<file path="config.mk">
export PLATFORM = sky130hd
export DESIGN_NAME = lidar_return_packet_parser
export DESIGN_NICKNAME = d
export VERILOG_FILES = /design/src/hdl/lrpp_pkg.sv /design/src/hdl/lidar_return_packet_parser.sv
export SDC_FILE = /design/constraint.sdc
export NUM_CORES = 1
export LEC_CHECK = 0
export ABC_AREA = 1
export ABC_CLOCK_PERIOD_IN_PS = 4500
export CAP_MARGIN = 20
export CORE_ASPECT_RATIO = 1.25
export CORE_MARGIN = 2
export CORE_UTILIZATION = 50
export CTS_CLUSTER_DIAMETER = 50
export CTS_CLUSTER_SIZE = 30
export DETAILED_ROUTE_END_ITERATION = 8
export DONT_BUFFER_PORTS = 1
export GPL_TIMING_DRIVEN = 0
export SETUP_SLACK_MARGIN = 0.4
export SLEW_MARGIN = 25
export SYNTH_ARGS = -nofsm -noshare
export SYNTH_HDL_FRONTEND = slang
export SYNTH_SLANG_ARGS = --single-unit
</file>
<file path="constraint.sdc">
create_clock -name i_clk -period 4.5 [get_ports i_clk]
set_clock_uncertainty 0.05 [all_clocks]
set_input_delay 0.9 -clock i_clk [delete_from_list [all_inputs] [get_ports i_clk]]
set_output_delay 0.9 -clock i_clk [all_outputs]
set_load 0.02 [all_outputs]
</file>
<file path="src/hdl/lrpp_pkg.sv">
package lrpp_pkg;

    localparam int PACKET_BYTES = 1206;
    localparam int BLOCK_COUNT  = 12;
    localparam int BLOCK_BYTES  = 100;
    localparam int CHANNELS     = 16;

    localparam int DATA_BYTES   = BLOCK_COUNT * BLOCK_BYTES;
    localparam int HEADER_BYTES = 4;
    localparam int POS_W        = $clog2(PACKET_BYTES + 1);
    localparam int BLK_W        = 4;
    localparam int OFF_W        = $clog2(BLOCK_BYTES);
    localparam int CHAN_W       = $clog2(CHANNELS);

    localparam logic [7:0] FLAG_FIRST  = 8'hFF;
    localparam logic [7:0] FLAG_SECOND = 8'hEE;

    localparam logic [OFF_W-1:0] OFF_FLAG0   = OFF_W'(0);
    localparam logic [OFF_W-1:0] OFF_FLAG1   = OFF_W'(1);
    localparam logic [OFF_W-1:0] OFF_AZ_LOW  = OFF_W'(2);
    localparam logic [OFF_W-1:0] OFF_AZ_HIGH = OFF_W'(3);
    localparam logic [OFF_W-1:0] OFF_LAST    = OFF_W'(BLOCK_BYTES - 1);

    typedef enum logic [1:0] {
        PART_DIST_LOW  = 2'd0,
        PART_DIST_HIGH = 2'd1,
        PART_SPARE     = 2'd2
    } t_part;

    typedef enum logic {
        KIND_POINT  = 1'b0,
        KIND_STATUS = 1'b1
    } t_kind;

    typedef struct packed {
        logic [7:0] data_byte;
        logic       last_byte;
    } t_in_word;

    typedef struct packed {
        t_kind              kind;
        logic [15:0]        azimuth;
        logic [15:0]        distance;
        logic signed [11:0] elevation;
        logic [3:0]         channel;
        logic               sequence_res;
        logic [3:0]         block_index;
        logic               packet_ok;
        logic               last_result;
    } t_out_word;

    function automatic logic signed [11:0] elevation_of(input logic [CHAN_W-1:0] chan);
        logic signed [11:0] elev;
        unique case (chan)
            4'd0:    elev = -12'sd1500;
            4'd1:    elev = 12'sd100;
            4'd2:    elev = -12'sd1300;
            4'd3:    elev = 12'sd300;
            4'd4:    elev = -12'sd1100;
            4'd5:    elev = 12'sd500;
            4'd6:    elev = -12'sd900;
            4'd7:    elev = 12'sd700;
            4'd8:    elev = -12'sd700;
            4'd9:    elev = 12'sd900;
            4'd10:   elev = -12'sd500;
            4'd11:   elev = 12'sd1100;
            4'd12:   elev = -12'sd300;
            4'd13:   elev = 12'sd1300;
            4'd14:   elev = -12'sd100;
            default: elev = 12'sd1500;
        endcase
        return elev;
    endfunction

endpackage

</file>
<file path="src/hdl/lidar_return_packet_parser.sv">
// Parses a lidar data packet that arrives one payload word per cycle. Each of
// the twelve 100-byte blocks that opens with 0xFF 0xEE yields one point word
// for every return with a nonzero distance, sent as soon as the return's
// second distance byte is taken; the packet's last word adds an end-of-packet
// status word that flags packets shorter than 1206 bytes. Bytes past 1206 are
// ignored. A three-entry result queue decouples the two sides, so the block
// takes one word per clock while the queue holds at most one result, and
// stalls while it holds two or more, as after a last word that also completes
// a point or while the output side is not ready.
module lidar_return_packet_parser (
    input  logic               i_clk,
    input  logic               i_rst_n,
    input  logic               i_in_valid,
    output logic               o_in_ready,
    input  lrpp_pkg::t_in_word i_in,
    output logic               o_out_valid,
    input  logic               i_out_ready,
    output lrpp_pkg::t_out_word o_out
);
    import lrpp_pkg::*;

    logic [POS_W-1:0]  r_pos, n_pos;
    logic [BLK_W-1:0]  r_blk, n_blk;
    logic [OFF_W-1:0]  r_off, n_off;
    t_part             r_part, n_part;
    logic [CHAN_W-1:0] r_chan, n_chan;
    logic              r_seq, n_seq;
    logic              r_flag_ok, n_flag_ok;
    logic              r_first_seen, n_first_seen;
    logic [15:0]       r_azimuth, n_azimuth;
    logic [7:0]        r_az_low, n_az_low;
    logic [7:0]        r_dist_low, n_dist_low;

    t_out_word         r_q [3];
    t_out_word         n_q [3];
    logic [1:0]        r_count, n_count;

    logic              accept;
    logic              pop;
    logic              in_data;
    logic [15:0]       ret_dist;
    logic              point_valid;
    t_out_word         point_word;
    t_out_word         status_word;
    t_out_word         item0;
    logic [1:0]        num_push;
    logic [1:0]        base;

    assign o_in_ready  = (r_count <= 2'd1);
    assign accept      = i_in_valid && o_in_ready;
    assign o_out_valid = (r_count != 2'd0);
    assign o_out       = r_q[0];
    assign pop         = o_out_valid && i_out_ready;

    assign in_data     = (r_pos < POS_W'(DATA_BYTES));
    assign ret_dist    = {i_in.data_byte, r_dist_low};
    assign point_valid = in_data && (r_off >= OFF_W'(HEADER_BYTES))
                         && (r_part == PART_DIST_HIGH) && r_flag_ok && (ret_dist != 16'd0);

    always_comb begin
        point_word              = '0;
        point_word.kind         = KIND_POINT;
        point_word.azimuth      = r_azimuth;
        point_word.distance     = ret_dist;
        point_word.elevation    = elevation_of(r_chan);
        point_word.channel      = r_chan;
        point_word.sequence_res = r_seq;
        point_word.block_index  = r_blk;
        point_word.packet_ok    = 1'b0;
        point_word.last_result  = !i_in.last_byte;

        status_word             = '0;
        status_word.kind        = KIND_STATUS;
        status_word.packet_ok   = (r_pos >= POS_W'(PACKET_BYTES - 1));
        status_word.last_result = 1'b1;

        item0    = point_valid ? point_word : status_word;
        num_push = {1'b0, point_valid} + {1'b0, i_in.last_byte};
    end

    always_comb begin
        n_pos        = r_pos;
        n_blk        = r_blk;
        n_off        = r_off;
        n_part       = r_part;
        n_chan       = r_chan;
        n_seq        = r_seq;
        n_flag_ok    = r_flag_ok;
        n_first_seen = r_first_seen;
        n_azimuth    = r_azimuth;
        n_az_low     = r_az_low;
        n_dist_low   = r_dist_low;

        if (accept) begin
            if (in_data) begin
                priority if (r_off == OFF_FLAG0) begin
                    n_first_seen = (i_in.data_byte == FLAG_FIRST);
                    n_flag_ok    = 1'b0;
                end else if (r_off == OFF_FLAG1) begin
                    n_flag_ok = r_first_seen && (i_in.data_byte == FLAG_SECOND);
                end else if (r_off == OFF_AZ_LOW) begin
                    n_az_low = i_in.data_byte;
                end else if (r_off == OFF_AZ_HIGH) begin
                    n_azimuth = {i_in.data_byte, r_az_low};
                end else begin
                    if (r_part == PART_DIST_LOW) begin
                        n_dist_low = i_in.data_byte;
                    end
                end

                if (r_off == OFF_LAST) begin
                    n_off  = '0;
                    n_blk  = r_blk + BLK_W'(1);
                    n_part = PART_DIST_LOW;
                    n_chan = '0;
                    n_seq  = 1'b0;
                end else begin
                    n_off = r_off + OFF_W'(1);
                    if (r_off >= OFF_W'(HEADER_BYTES)) begin
                        unique case (r_part)
                            PART_DIST_LOW:  n_part = PART_DIST_HIGH;
                            PART_DIST_HIGH: n_part = PART_SPARE;
                            default: begin
                                n_part = PART_DIST_LOW;
                                n_chan = r_chan + CHAN_W'(1);
                                if (r_chan == CHAN_W'(CHANNELS - 1)) begin
                                    n_seq = 1'b1;
                                end
                            end
                        endcase
                    end
                end
            end

            if (r_pos < POS_W'(PACKET_BYTES)) begin
                n_pos = r_pos + POS_W'(1);
            end

            if (i_in.last_byte) begin
                n_pos        = '0;
                n_blk        = '0;
                n_off        = '0;
                n_part       = PART_DIST_LOW;
                n_chan       = '0;
                n_seq        = 1'b0;
                n_flag_ok    = 1'b0;
                n_first_seen = 1'b0;
                n_azimuth    = '0;
                n_az_low     = '0;
                n_dist_low   = '0;
            end
        end
    end

    always_comb begin
        n_q  = r_q;
        base = r_count - {1'b0, pop};
        if (pop) begin
            n_q[0] = r_q[1];
            n_q[1] = r_q[2];
        end
        if (accept) begin
            if (num_push != 2'd0) begin
                n_q[base] = item0;
            end
            if (num_push == 2'd2) begin
                n_q[base + 2'd1] = status_word;
            end
        end
        n_count = base + (accept ? num_push : 2'd0);
    end

    always_ff @(posedge i_clk) begin
        r_q <= n_q;
        if (!i_rst_n) begin
            r_count      <= '0;
            r_pos        <= '0;
            r_blk        <= '0;
            r_off        <= '0;
            r_part       <= PART_DIST_LOW;
            r_chan       <= '0;
            r_seq        <= 1'b0;
            r_flag_ok    <= 1'b0;
            r_first_seen <= 1'b0;
            r_azimuth    <= '0;
            r_az_low     <= '0;
            r_dist_low   <= '0;
        end else begin
            r_count      <= n_count;
            r_pos        <= n_pos;
            r_blk        <= n_blk;
            r_off        <= n_off;
            r_part       <= n_part;
            r_chan       <= n_chan;
            r_seq        <= n_seq;
            r_flag_ok    <= n_flag_ok;
            r_first_seen <= n_first_seen;
            r_azimuth    <= n_azimuth;
            r_az_low     <= n_az_low;
            r_dist_low   <= n_dist_low;
        end
    end

`ifndef ASSERT_OFF
    a_count_range: assert property (@(posedge i_clk) disable iff (!i_rst_n)
        r_count != 2'd3 || !o_in_ready)
        else $error("result queue full while input is ready");

    a_pos_saturates: assert property (@(posedge i_clk) disable iff (!i_rst_n)
        r_pos <= POS_W'(PACKET_BYTES))
        else $error("byte position passed the packet length");

    a_point_fields: assert property (@(posedge i_clk) disable iff (!i_rst_n)
        o_out_valid && o_out.kind == KIND_POINT |->
            !o_out.packet_ok && o_out.distance != 16'd0
            && o_out.block_index < BLK_W'(BLOCK_COUNT))
        else $error("malformed point word");

    a_status_fields: assert property (@(posedge i_clk) disable iff (!i_rst_n)
        o_out_valid && o_out.kind == KIND_STATUS |->
            o_out.last_result && o_out.distance == 16'd0 && o_out.azimuth == 16'd0)
        else $error("malformed status word");

    a_two_results: assert property (@(posedge i_clk) disable iff (!i_rst_n)
        accept && point_valid && i_in.last_byte |=> r_count >= 2'd2)
        else $error("point and status not both queued");
`endif

endmodule
</file>
* Word-level counts from Yosys, hierarchy flattened *
Memories as Yosys holds them, arrays and structs flattened. A register that Yosys moved wholly into a read port is not among the register bits.
Index checks and enable logic that the tools add are counted.

storage, ports and cells
  bits in registers = 233
  ROM bits = 144
  input bits = 13
  output and inout port bits = 58
  word-level logic and storage cells = 174
  memories kept = 1

memories
  memory           words  width  rd ports  clocked after memory_dff  wr ports  RTL line        source
  (no name shown)  16     9      1         1                         0         lrpp_pkg.sv:54  unique case (chan)

cells by class
  add/sub/neg operators = 8
  $lt $le $gt $ge = 9
  eq/ne operators = 14
  muxes and demuxes = 64
  bitwise gates (word level) = 2
  reductions and logical operators = 37

operator list
  operator                 number
  $mux W168                4
  $bwmux W168              2
  $demux W56 S2            2
  $mux W56                 3
  $mux W112                1
  $mux W16                 6
  $mux W8                  12
  $mux W4                  10
  $lt A11 B11 Y1 const B   2
  $mux W11                 2
  $mux W7                  3
  $reduce_bool A2 Y1       9
  $eq A8 B8 Y1 const B     2
  $reduce_bool A16 Y1      1
  $eq A7 B2 Y1 const B     2
  $mux W1                  13
  $reduce_and A3 Y1        4
  $add A11 B1 Y11 const B  1
  $ge A11 B11 Y1 const B   1
  $mux W2                  5
  $reduce_and A5 Y1        2
  $logic_and A1 B1 Y1      9
  $reduce_bool A3 Y1       3
  $add A4 B1 Y4 const B    2
  26 further kinds         33

* Longest topological paths before layout *
Gate-level depths: netlist of run 1.

  depth after elaboration = 14
  gate-level depth with buffers = 17
  depth with buffers taken out = 16

* Worst setup path before layout of run 1 *
No wires, ideal clock.

  kind = input-to-reg
  start point = input port i_in_valid
  end point = register, netlist name point_word[20]
  library setup time = 0.058 ns
  data arrival time = 3.632 ns
  data required time = 4.392 ns
  setup slack = 0.760 ns
  cell stages on the path = 15
  buffers on the path = 0
  cells stage by stage = inv_1 nor2_4 nand2_2 nand2_4 nand3_2 nand2_1 nand2_1 nor2_1 inv_1 ha_1 inv_1 nand3_1 nand2_1 nand2_1 nand2_1

on the way
  cells in the longest elaborated chain, start to end = 4

ends and longest elaborated chain
  item                             RTL line                          source
  from (decl)                      lidar_return_packet_parser.sv:13  input logic i_in_valid,
  $logic_and A1 B1 Y1              lidar_return_packet_parser.sv:50  assign accept = i_in_valid && o_in_ready;
  via accept                       lidar_return_packet_parser.sv:38  logic accept;
  $reduce_and A4 Y1 (no line)      --
  $mux W4 (no line) (2 in series)  --

The timed path passes the listed nets, and every way through them passes these cells.
A chain may end at the register's enable or synchronous reset.

==> results of run 1 <==
==> worst max path at each step <==
stage | startpoint | to | slack [ps]
CTS | r_count[1]$_SDFF_PN0_ | o_out[16]$_DFF_P_ | 800
detailed placement | i_in[2] | o_out[19]$_DFF_P_ | 560
global placement | i_in_valid | point_word[20]$_DFF_P_ | -370
finish | r_count[1]$_SDFF_PN0_ | o_out[16]$_DFF_P_ | 740
global route | r_count[1]$_SDFF_PN0_ | o_out[15]$_DFF_P_ | 540
floorplan | i_in_valid | point_word[20]$_DFF_P_ | 760
==> metal layers <==
layer | share of wire [%] | GRT usage [%] | routed length (um) | up-vias
met5 | 0 | 0 | 0 | -
met4 | 2.6 | 7.083 | 814 | 0
met3 | 4.9 | 2.987 | 1540 | 43
met2 | 49 | 44.63 | 15280 | 230
met1 | 43 | 32.58 | 13540 | 4722
li1 | - | - | - | 5168
==> kinds of logic after synthesis <==
family | count (synthesis) | synth area share [%]
AND/OR/NAND/NOR | 703 | 25.17
AO/OA/AOI/OAI | 353 | 15.59
flip-flops | 242 | 46.31
buffers and inverters | 229 | 10.01
adder cells (fa/ha/maj) | 18 | 1.930
XOR/XNOR | 11 | 0.8254
multiplexers | 2 | 0.1715
==> flip-flops by register name, summed over array words and instances, names as in the netlist <==
| signal | flops |
|---|---|
| o_out | 56 |
| point_word | 9 |
| r_az_low | 8 |
| r_azimuth | 16 |
| r_blk | 4 |
| r_chan | 4 |
| r_count | 2 |
| r_dist_low | 8 |
| r_first_seen | 1 |
| r_flag_ok | 1 |
| r_off | 7 |
| r_part | 2 |
| r_pos | 11 |
| r_q | 112 |
| r_seq | 1 |
==> final cells by class <==
type,instances,area (um2)
Fill cell,2269,10040
Sequential cell,242,5405
Multi-Input combinational cell,1087,5099
Buffer,148,860.8
Clock buffer,25,625.6
Tap cell,288,360.3
Inverter,81,307.8
Clock inverter,19,219.0
Timing Repair Buffer,2,40.04
==> worst max-delay path, cell delays in order, from the launching register on <==
cell and delay, ps:
dfxtp_1 380, inv_2 100, nand2_1 360, nand2_1 220, inv_1 130, buf_2 320
buf_2 280, ha_1 190, or2_1 120, nand2_1 100, nor2_1 200, nand2_2 260
inv_2 310, clkbuf_1 470, a21oi_1 140
==> per-stage QoR <==
step	std cells	TNS [ps]	setup slack [ps]	util [%]
floorplan	1558	0	760.2	-
global placement	1846	-1000	-369.7	52.40
detailed placement	1848	0	564.2	52.58
CTS	1892	0	800.9	56.26
global route	1892	0	537.7	56.26
finish	1892	0	744.6	56.26
==> cell usage after synthesis, types with 7 or more instances <==
| cell type | number | share of area [%] |
|---|---|---|
| nand2_1 | 465 | 15 |
| a21oi_1 | 196 | 8.4 |
| dfxtp_1 | 186 | 32 |
| o21ai_0 | 128 | 5.5 |
| nand3_1 | 97 | 4.2 |
| nor2_1 | 85 | 2.7 |
| inv_1 | 68 | 2.2 |
| buf_4 | 63 | 4.1 |
| edfxtp_1 | 56 | 14 |
| buf_2 | 43 | 1.8 |
| clkbuf_1 | 36 | 1.2 |
| ha_1 | 18 | 1.9 |
| nand4_1 | 17 | 0.91 |
| nor3_1 | 14 | 0.60 |
| inv_2 | 11 | 0.35 |
| xor2_1 | 10 | 0.75 |
| o21ai_1 | 8 | 0.34 |
| nor2_2 | 7 | 0.38 |
==> power breakdown <==
part	internal (mW)	total [mW]	switching, mW	leakage (nW)
sequential	3.17	3.58	0.403	2.09
clock	1.14	2.14	1.00	0.412
combinational	1.41	3.66	2.25	3.21
total	5.72	9.38	3.66	5.72
==> results.toml, run 1 <==
[placement]
dpl_cell_area_um2 = 12070
place_hpwl_um = 22380
gp_congestion = 0.8838
portBuffers = 0

[worst_setup_path]
cp-start-kind = "register"
rr_worst_depth = 14
endpoint_kind = "register"
r2r-end = "o_out[16]$_DFF_P_"
crit_fanout = 10
cp_data_required_time_ps = 4850
cp.arrival_ps = 4110
r2r_slack_ps = 740
worstSetupPathType = "register to register"
r2r-start = "r_count[1]$_SDFF_PN0_"

[clock_tree]
cts_htree_levels = 1
cts_hold_buf = 0
post-cts-setup-buffer-count = 0
clock_sinks = 242
cts_tree = "done"
clk_pin_slew_worst_paths_ps = 80
cts_buffers = 24
clock_path_buffers = 3
cts_resized = 0
clk_latency_ps = 540
ctsRootBufferMaster = "clkbuf_16"

[floorplan]
coreArea_um2 = 22960
initial_core_util_pct = 50.83
dieHeight_um = 174.8
core.rowCount = 62
io_pins = 71
die_x_um = 140.7
dieArea_um2 = 24590

[power]
irDropWorstVdd_mv = 0.4648
leakagePower_nw = 5.716
power_density_nw_per_um2 = 725.8
total_power_mw = 9.375

[drt]
num_vias = 10163
drtIter0Drc = 666
first_pass_iters = 5
drc_errors = 0
wl_per_cell_um = 16.48
detail-route-antenna-nets = 0
wirelength_um = 31170
vias_per_cell = 5.372

[final_layout]
drive_above_1_share_pct = 11.78
finalNetCount = 1617
synthToLayoutAreaGrowth_pct = 10.67
antennaDiodeCount = 0
final_cell_mix = "nand2_1, a21oi_1, dfxtp_1"
fin_area_um2 = 12920
layout_commonest_cell = "nand2_1"

[yosys]
async_flop_share_pct = 0
syn_nets = 1589
ys_ff_latch = 242
synth_area_um2 = 11670
synth_area_per_cell_um2 = 7.492
synthFlopType = "dfxtp_1"
synth_cells = 1558
synth_seq_area_share_pct = 46.31
ys_warn_count = 0
synth-edff-count = 56
ys_types = 38

[grt]
grt_pass1_wl_um = 50630
grtUsageTotal_pct = 25.25
antenna_found_initial = 0
grt_max_degree = 26
overflow = 0
grt_pass1_vias = 9728

[sta]
relSlewSlack_pct = 54.61
finalMaxSlewViolations = 0
setup-violations-final = 0
rsz0062_at_grt = "false"
fmax_mhz = 266.3
hold_viol = 0
finalCriticalPeriod_ps = 3755
worst_hold_slack_ps = 407.2
fin_crit_sh_pct = 83.45
worst_pin_slew_ps = 680.9

[hold_path]
hold_path_depth = 2
min_to = "r_first_seen$_SDFFE_PN0P_"
worstHoldPathType = "register to register"
hold_start = "r_first_seen$_SDFFE_PN0P_"

[status]
status = "completed"

[job]
max_cap_violations = 0
Note: power is estimated with default switching activity, not from simulation.
==> run 2, diff against run 1 <==
ABC_AREA = 0   (was 1)
ABC_CLOCK_PERIOD_IN_PS = 3400   (was 4500)
PLACE_DENSITY = 0.68   (was not set)
clock period = 3.4 ns   (was 4.5 ns; I/O delays follow)
==> results.toml, run 2 <==
[yosys]
async_flop_share_pct = 0
synth_cells = 1236
syn_nets = 1267
yosys.area.top_type = "dfxtp_1"
ys_warn_count = 0
synth_area_per_cell_um2 = 9.385
synth_seq_area_share_pct = 46.60
synth-edff-count = 56
synth_common_cells = "dfxtp_1, a21oi_1, mux2i_1"
yosysMostFrequentCell = "dfxtp_1"
synthFlopType = "dfxtp_1"
yosys-top-cells-area = "dfxtp_1, edfxtp_1, mux2i_1"
ys_types = 65
synth_area_um2 = 11600
synth_top_area_share_pct = 32.10
ys_ff_latch = 242

[floorplan]
dieArea_um2 = 24440
io_pins = 71
coreArea_um2 = 22880
initial_core_util_pct = 50.69
die_x_um = 140.2
dieHeight_um = 174.3
core.rowCount = 62

[sta]
finalCriticalPeriod_ps = 2975
hold_viol = 0
setup-violations-final = 0
finalMaxSlewViolations = 0
relSlewSlack_pct = 41.12
worst_pin_slew_ps = 883.2
fin_crit_sh_pct = 87.50
rsz0062_at_grt = "true"
fmax_mhz = 336.1

[clock_tree]
clk_latency_ps = 530
ctsRootBufferMaster = "clkbuf_16"
clock_sinks = 242
cts_tree = "done"
cts_htree_levels = 1
clock_path_buffers = 3
clk_pin_slew_worst_paths_ps = 80
cts_buffers = 22

[final_layout]
antennaDiodeCount = 0
drive_above_1_share_pct = 21.15
multiInputGateArea_um2 = 5687
largest_reg_flops = 112
fin_area_um2 = 13580
utilization_pct = 59.32
final_cell_mix = "dfxtp_1, a21oi_1, mux2i_1"
layout_commonest_cell = "dfxtp_1"
fill_cells = 1948
finalNetCount = 1306
synthToLayoutAreaGrowth_pct = 17.03
regMostFlops = "r_q"
register_area_um2 = 5419

[power]
irDropWorstVdd_mv = 0.4027
leakagePower_nw = 5.158
total_power_mw = 12.52
power_density_nw_per_um2 = 921.9

[placement]
gp_congestion = 0.8437
place_hpwl_um = 20690
portBuffers = 0
dpl_cell_area_um2 = 12020

[drt]
wirelength_um = 30910
first_pass_iters = 5
wl_per_cell_um = 19.57
drc_errors = 0
drtIter0Drc = 649
num_vias = 9288
detail-route-antenna-nets = 0
vias_per_cell = 5.882

[grt]
grt_pass1_vias = 9134
grt_max_degree = 34
grt_pass1_wl_um = 48910
overflow = 0
antenna_found_initial = 0
grtUsageTotal_pct = 24.72

[worst_setup_path]
cp-start-kind = "register"
cp_data_required_time_ps = 3790
worstSetupPathType = "register to register"
crit_fanout = 10
endpoint_kind = "register"
cp.arrival_ps = 3360

[job]
max_cap_violations = 0

[status]
status = "completed"

[hold_path]
worstHoldPathType = "primary input to register"
==> run 2: cell types whose count changed in the layout (fill, tap and decap cells not counted), moves of 38 or more <==
| cell | before | now |
|---|---|---|
| inv_1 | 68 | 12 |
| o21ai_0 | 128 | 10 |
| a211oi_2 | 0 | 38 |
| nor2_1 | 85 | 38 |
| nand2_1 | 465 | 116 |
| a21oi_1 | 196 | 156 |
| a211oi_1 | 6 | 64 |
| mux2i_1 | 2 | 122 |
==> run 2: power breakdown <==
group          internal [mW]  switching (mW)  leakage, nW
clock                   1.47            1.23        0.384
combinational           2.37            2.77         2.68
sequential              4.11           0.568         2.09
total                   7.95            4.56         5.16
==> run 2: repair_timing <==
| item | CTS | global route |
|---|---|---|
| gates resized for setup | 114 | 103 |
| cloned | 1 | 0 |
| hold buffers | 0 | 0 |
| setup endpoints to repair | 175 | 164 |
| pin swaps | 6 | 7 |
| buffers inserted | 10 | 4 |
==> run 2: kinds of logic after synthesis <==
kind of cell	after synthesis	share of synthesized area (%)
AND/OR/NAND/NOR	323	13.57
AO/OA/AOI/OAI	336	18.00
flip-flops	242	46.60
multiplexers	124	10.74
buffers and inverters	172	7.539
adder cells (fa/ha/maj)	19	2.039
XOR/XNOR	20	1.510
==> run 2: metal layers <==
layer | routed length (um) | track usage (%) | share of wire, % | up-vias
met1 | 12630 | 30.93 | 41 | 4470
met5 | 0 | 0 | 0 | -
met4 | 806 | 8.544 | 2.6 | 0
met3 | 1666 | 3.967 | 5.4 | 46
li1 | - | - | - | 4486
met2 | 15810 | 43.26 | 51 | 286
==> run 2: final timing paths <==
check	from	to	slack (ps)	cells past startpoint
min	i_in[5]	r_first_seen$_SDFFE_PN0P_	280	2
max reg2reg	r_pos[4]$_SDFFE_PN0P_	o_out[47]$_DFF_P_	430	13
max	r_pos[4]$_SDFFE_PN0P_	o_out[47]$_DFF_P_	430	13
min reg2reg	o_out[12]$_DFF_P_	o_out[12]$_DFF_P_	400	2
==> run 2: worst max-delay path, cell delays in order (launching register included) <==
cell and delay, ps:
dfxtp_1 290, clkbuf_2 160, a21oi_2 170, o21a_2 200, nor3b_2 230, clkbuf_8 170, buf_6 180, inv_4 80
ha_4 190, nor3_4 310, nand2_4 190, clkbuf_16 230, clkbuf_4 210, a211oi_1 220
==> run 2: area by class of cell <==
class / count / share of cell area (%)
Multi-Input combinational cell: 822 / 41.89
Sequential cell: 242 / 39.92
Buffer: 154 / 8.203
Clock buffer: 27 / 4.424
Tap cell: 288 / 2.654
Clock inverter: 13 / 1.364
Timing Repair Buffer: 15 / 0.9677
Inverter: 18 / 0.5806
==> run 2: metrics by stage <==
stage / hold slack, ps / std cells / worst slack (ps) / TNS (ps)
3_3_place_gp: 394.5 / 1524 / -1154 / -125990
5_1_grt: 291.7 / 1579 / 391.4 / 0
2_1_floorplan: 382.1 / 1236 / 408.6 / 0
4_1_cts: 276.6 / 1575 / 385.4 / 0
3_5_place_dp: 396.6 / 1524 / -1110 / -127380
6_report: 275.8 / 1579 / 425.0 / 0
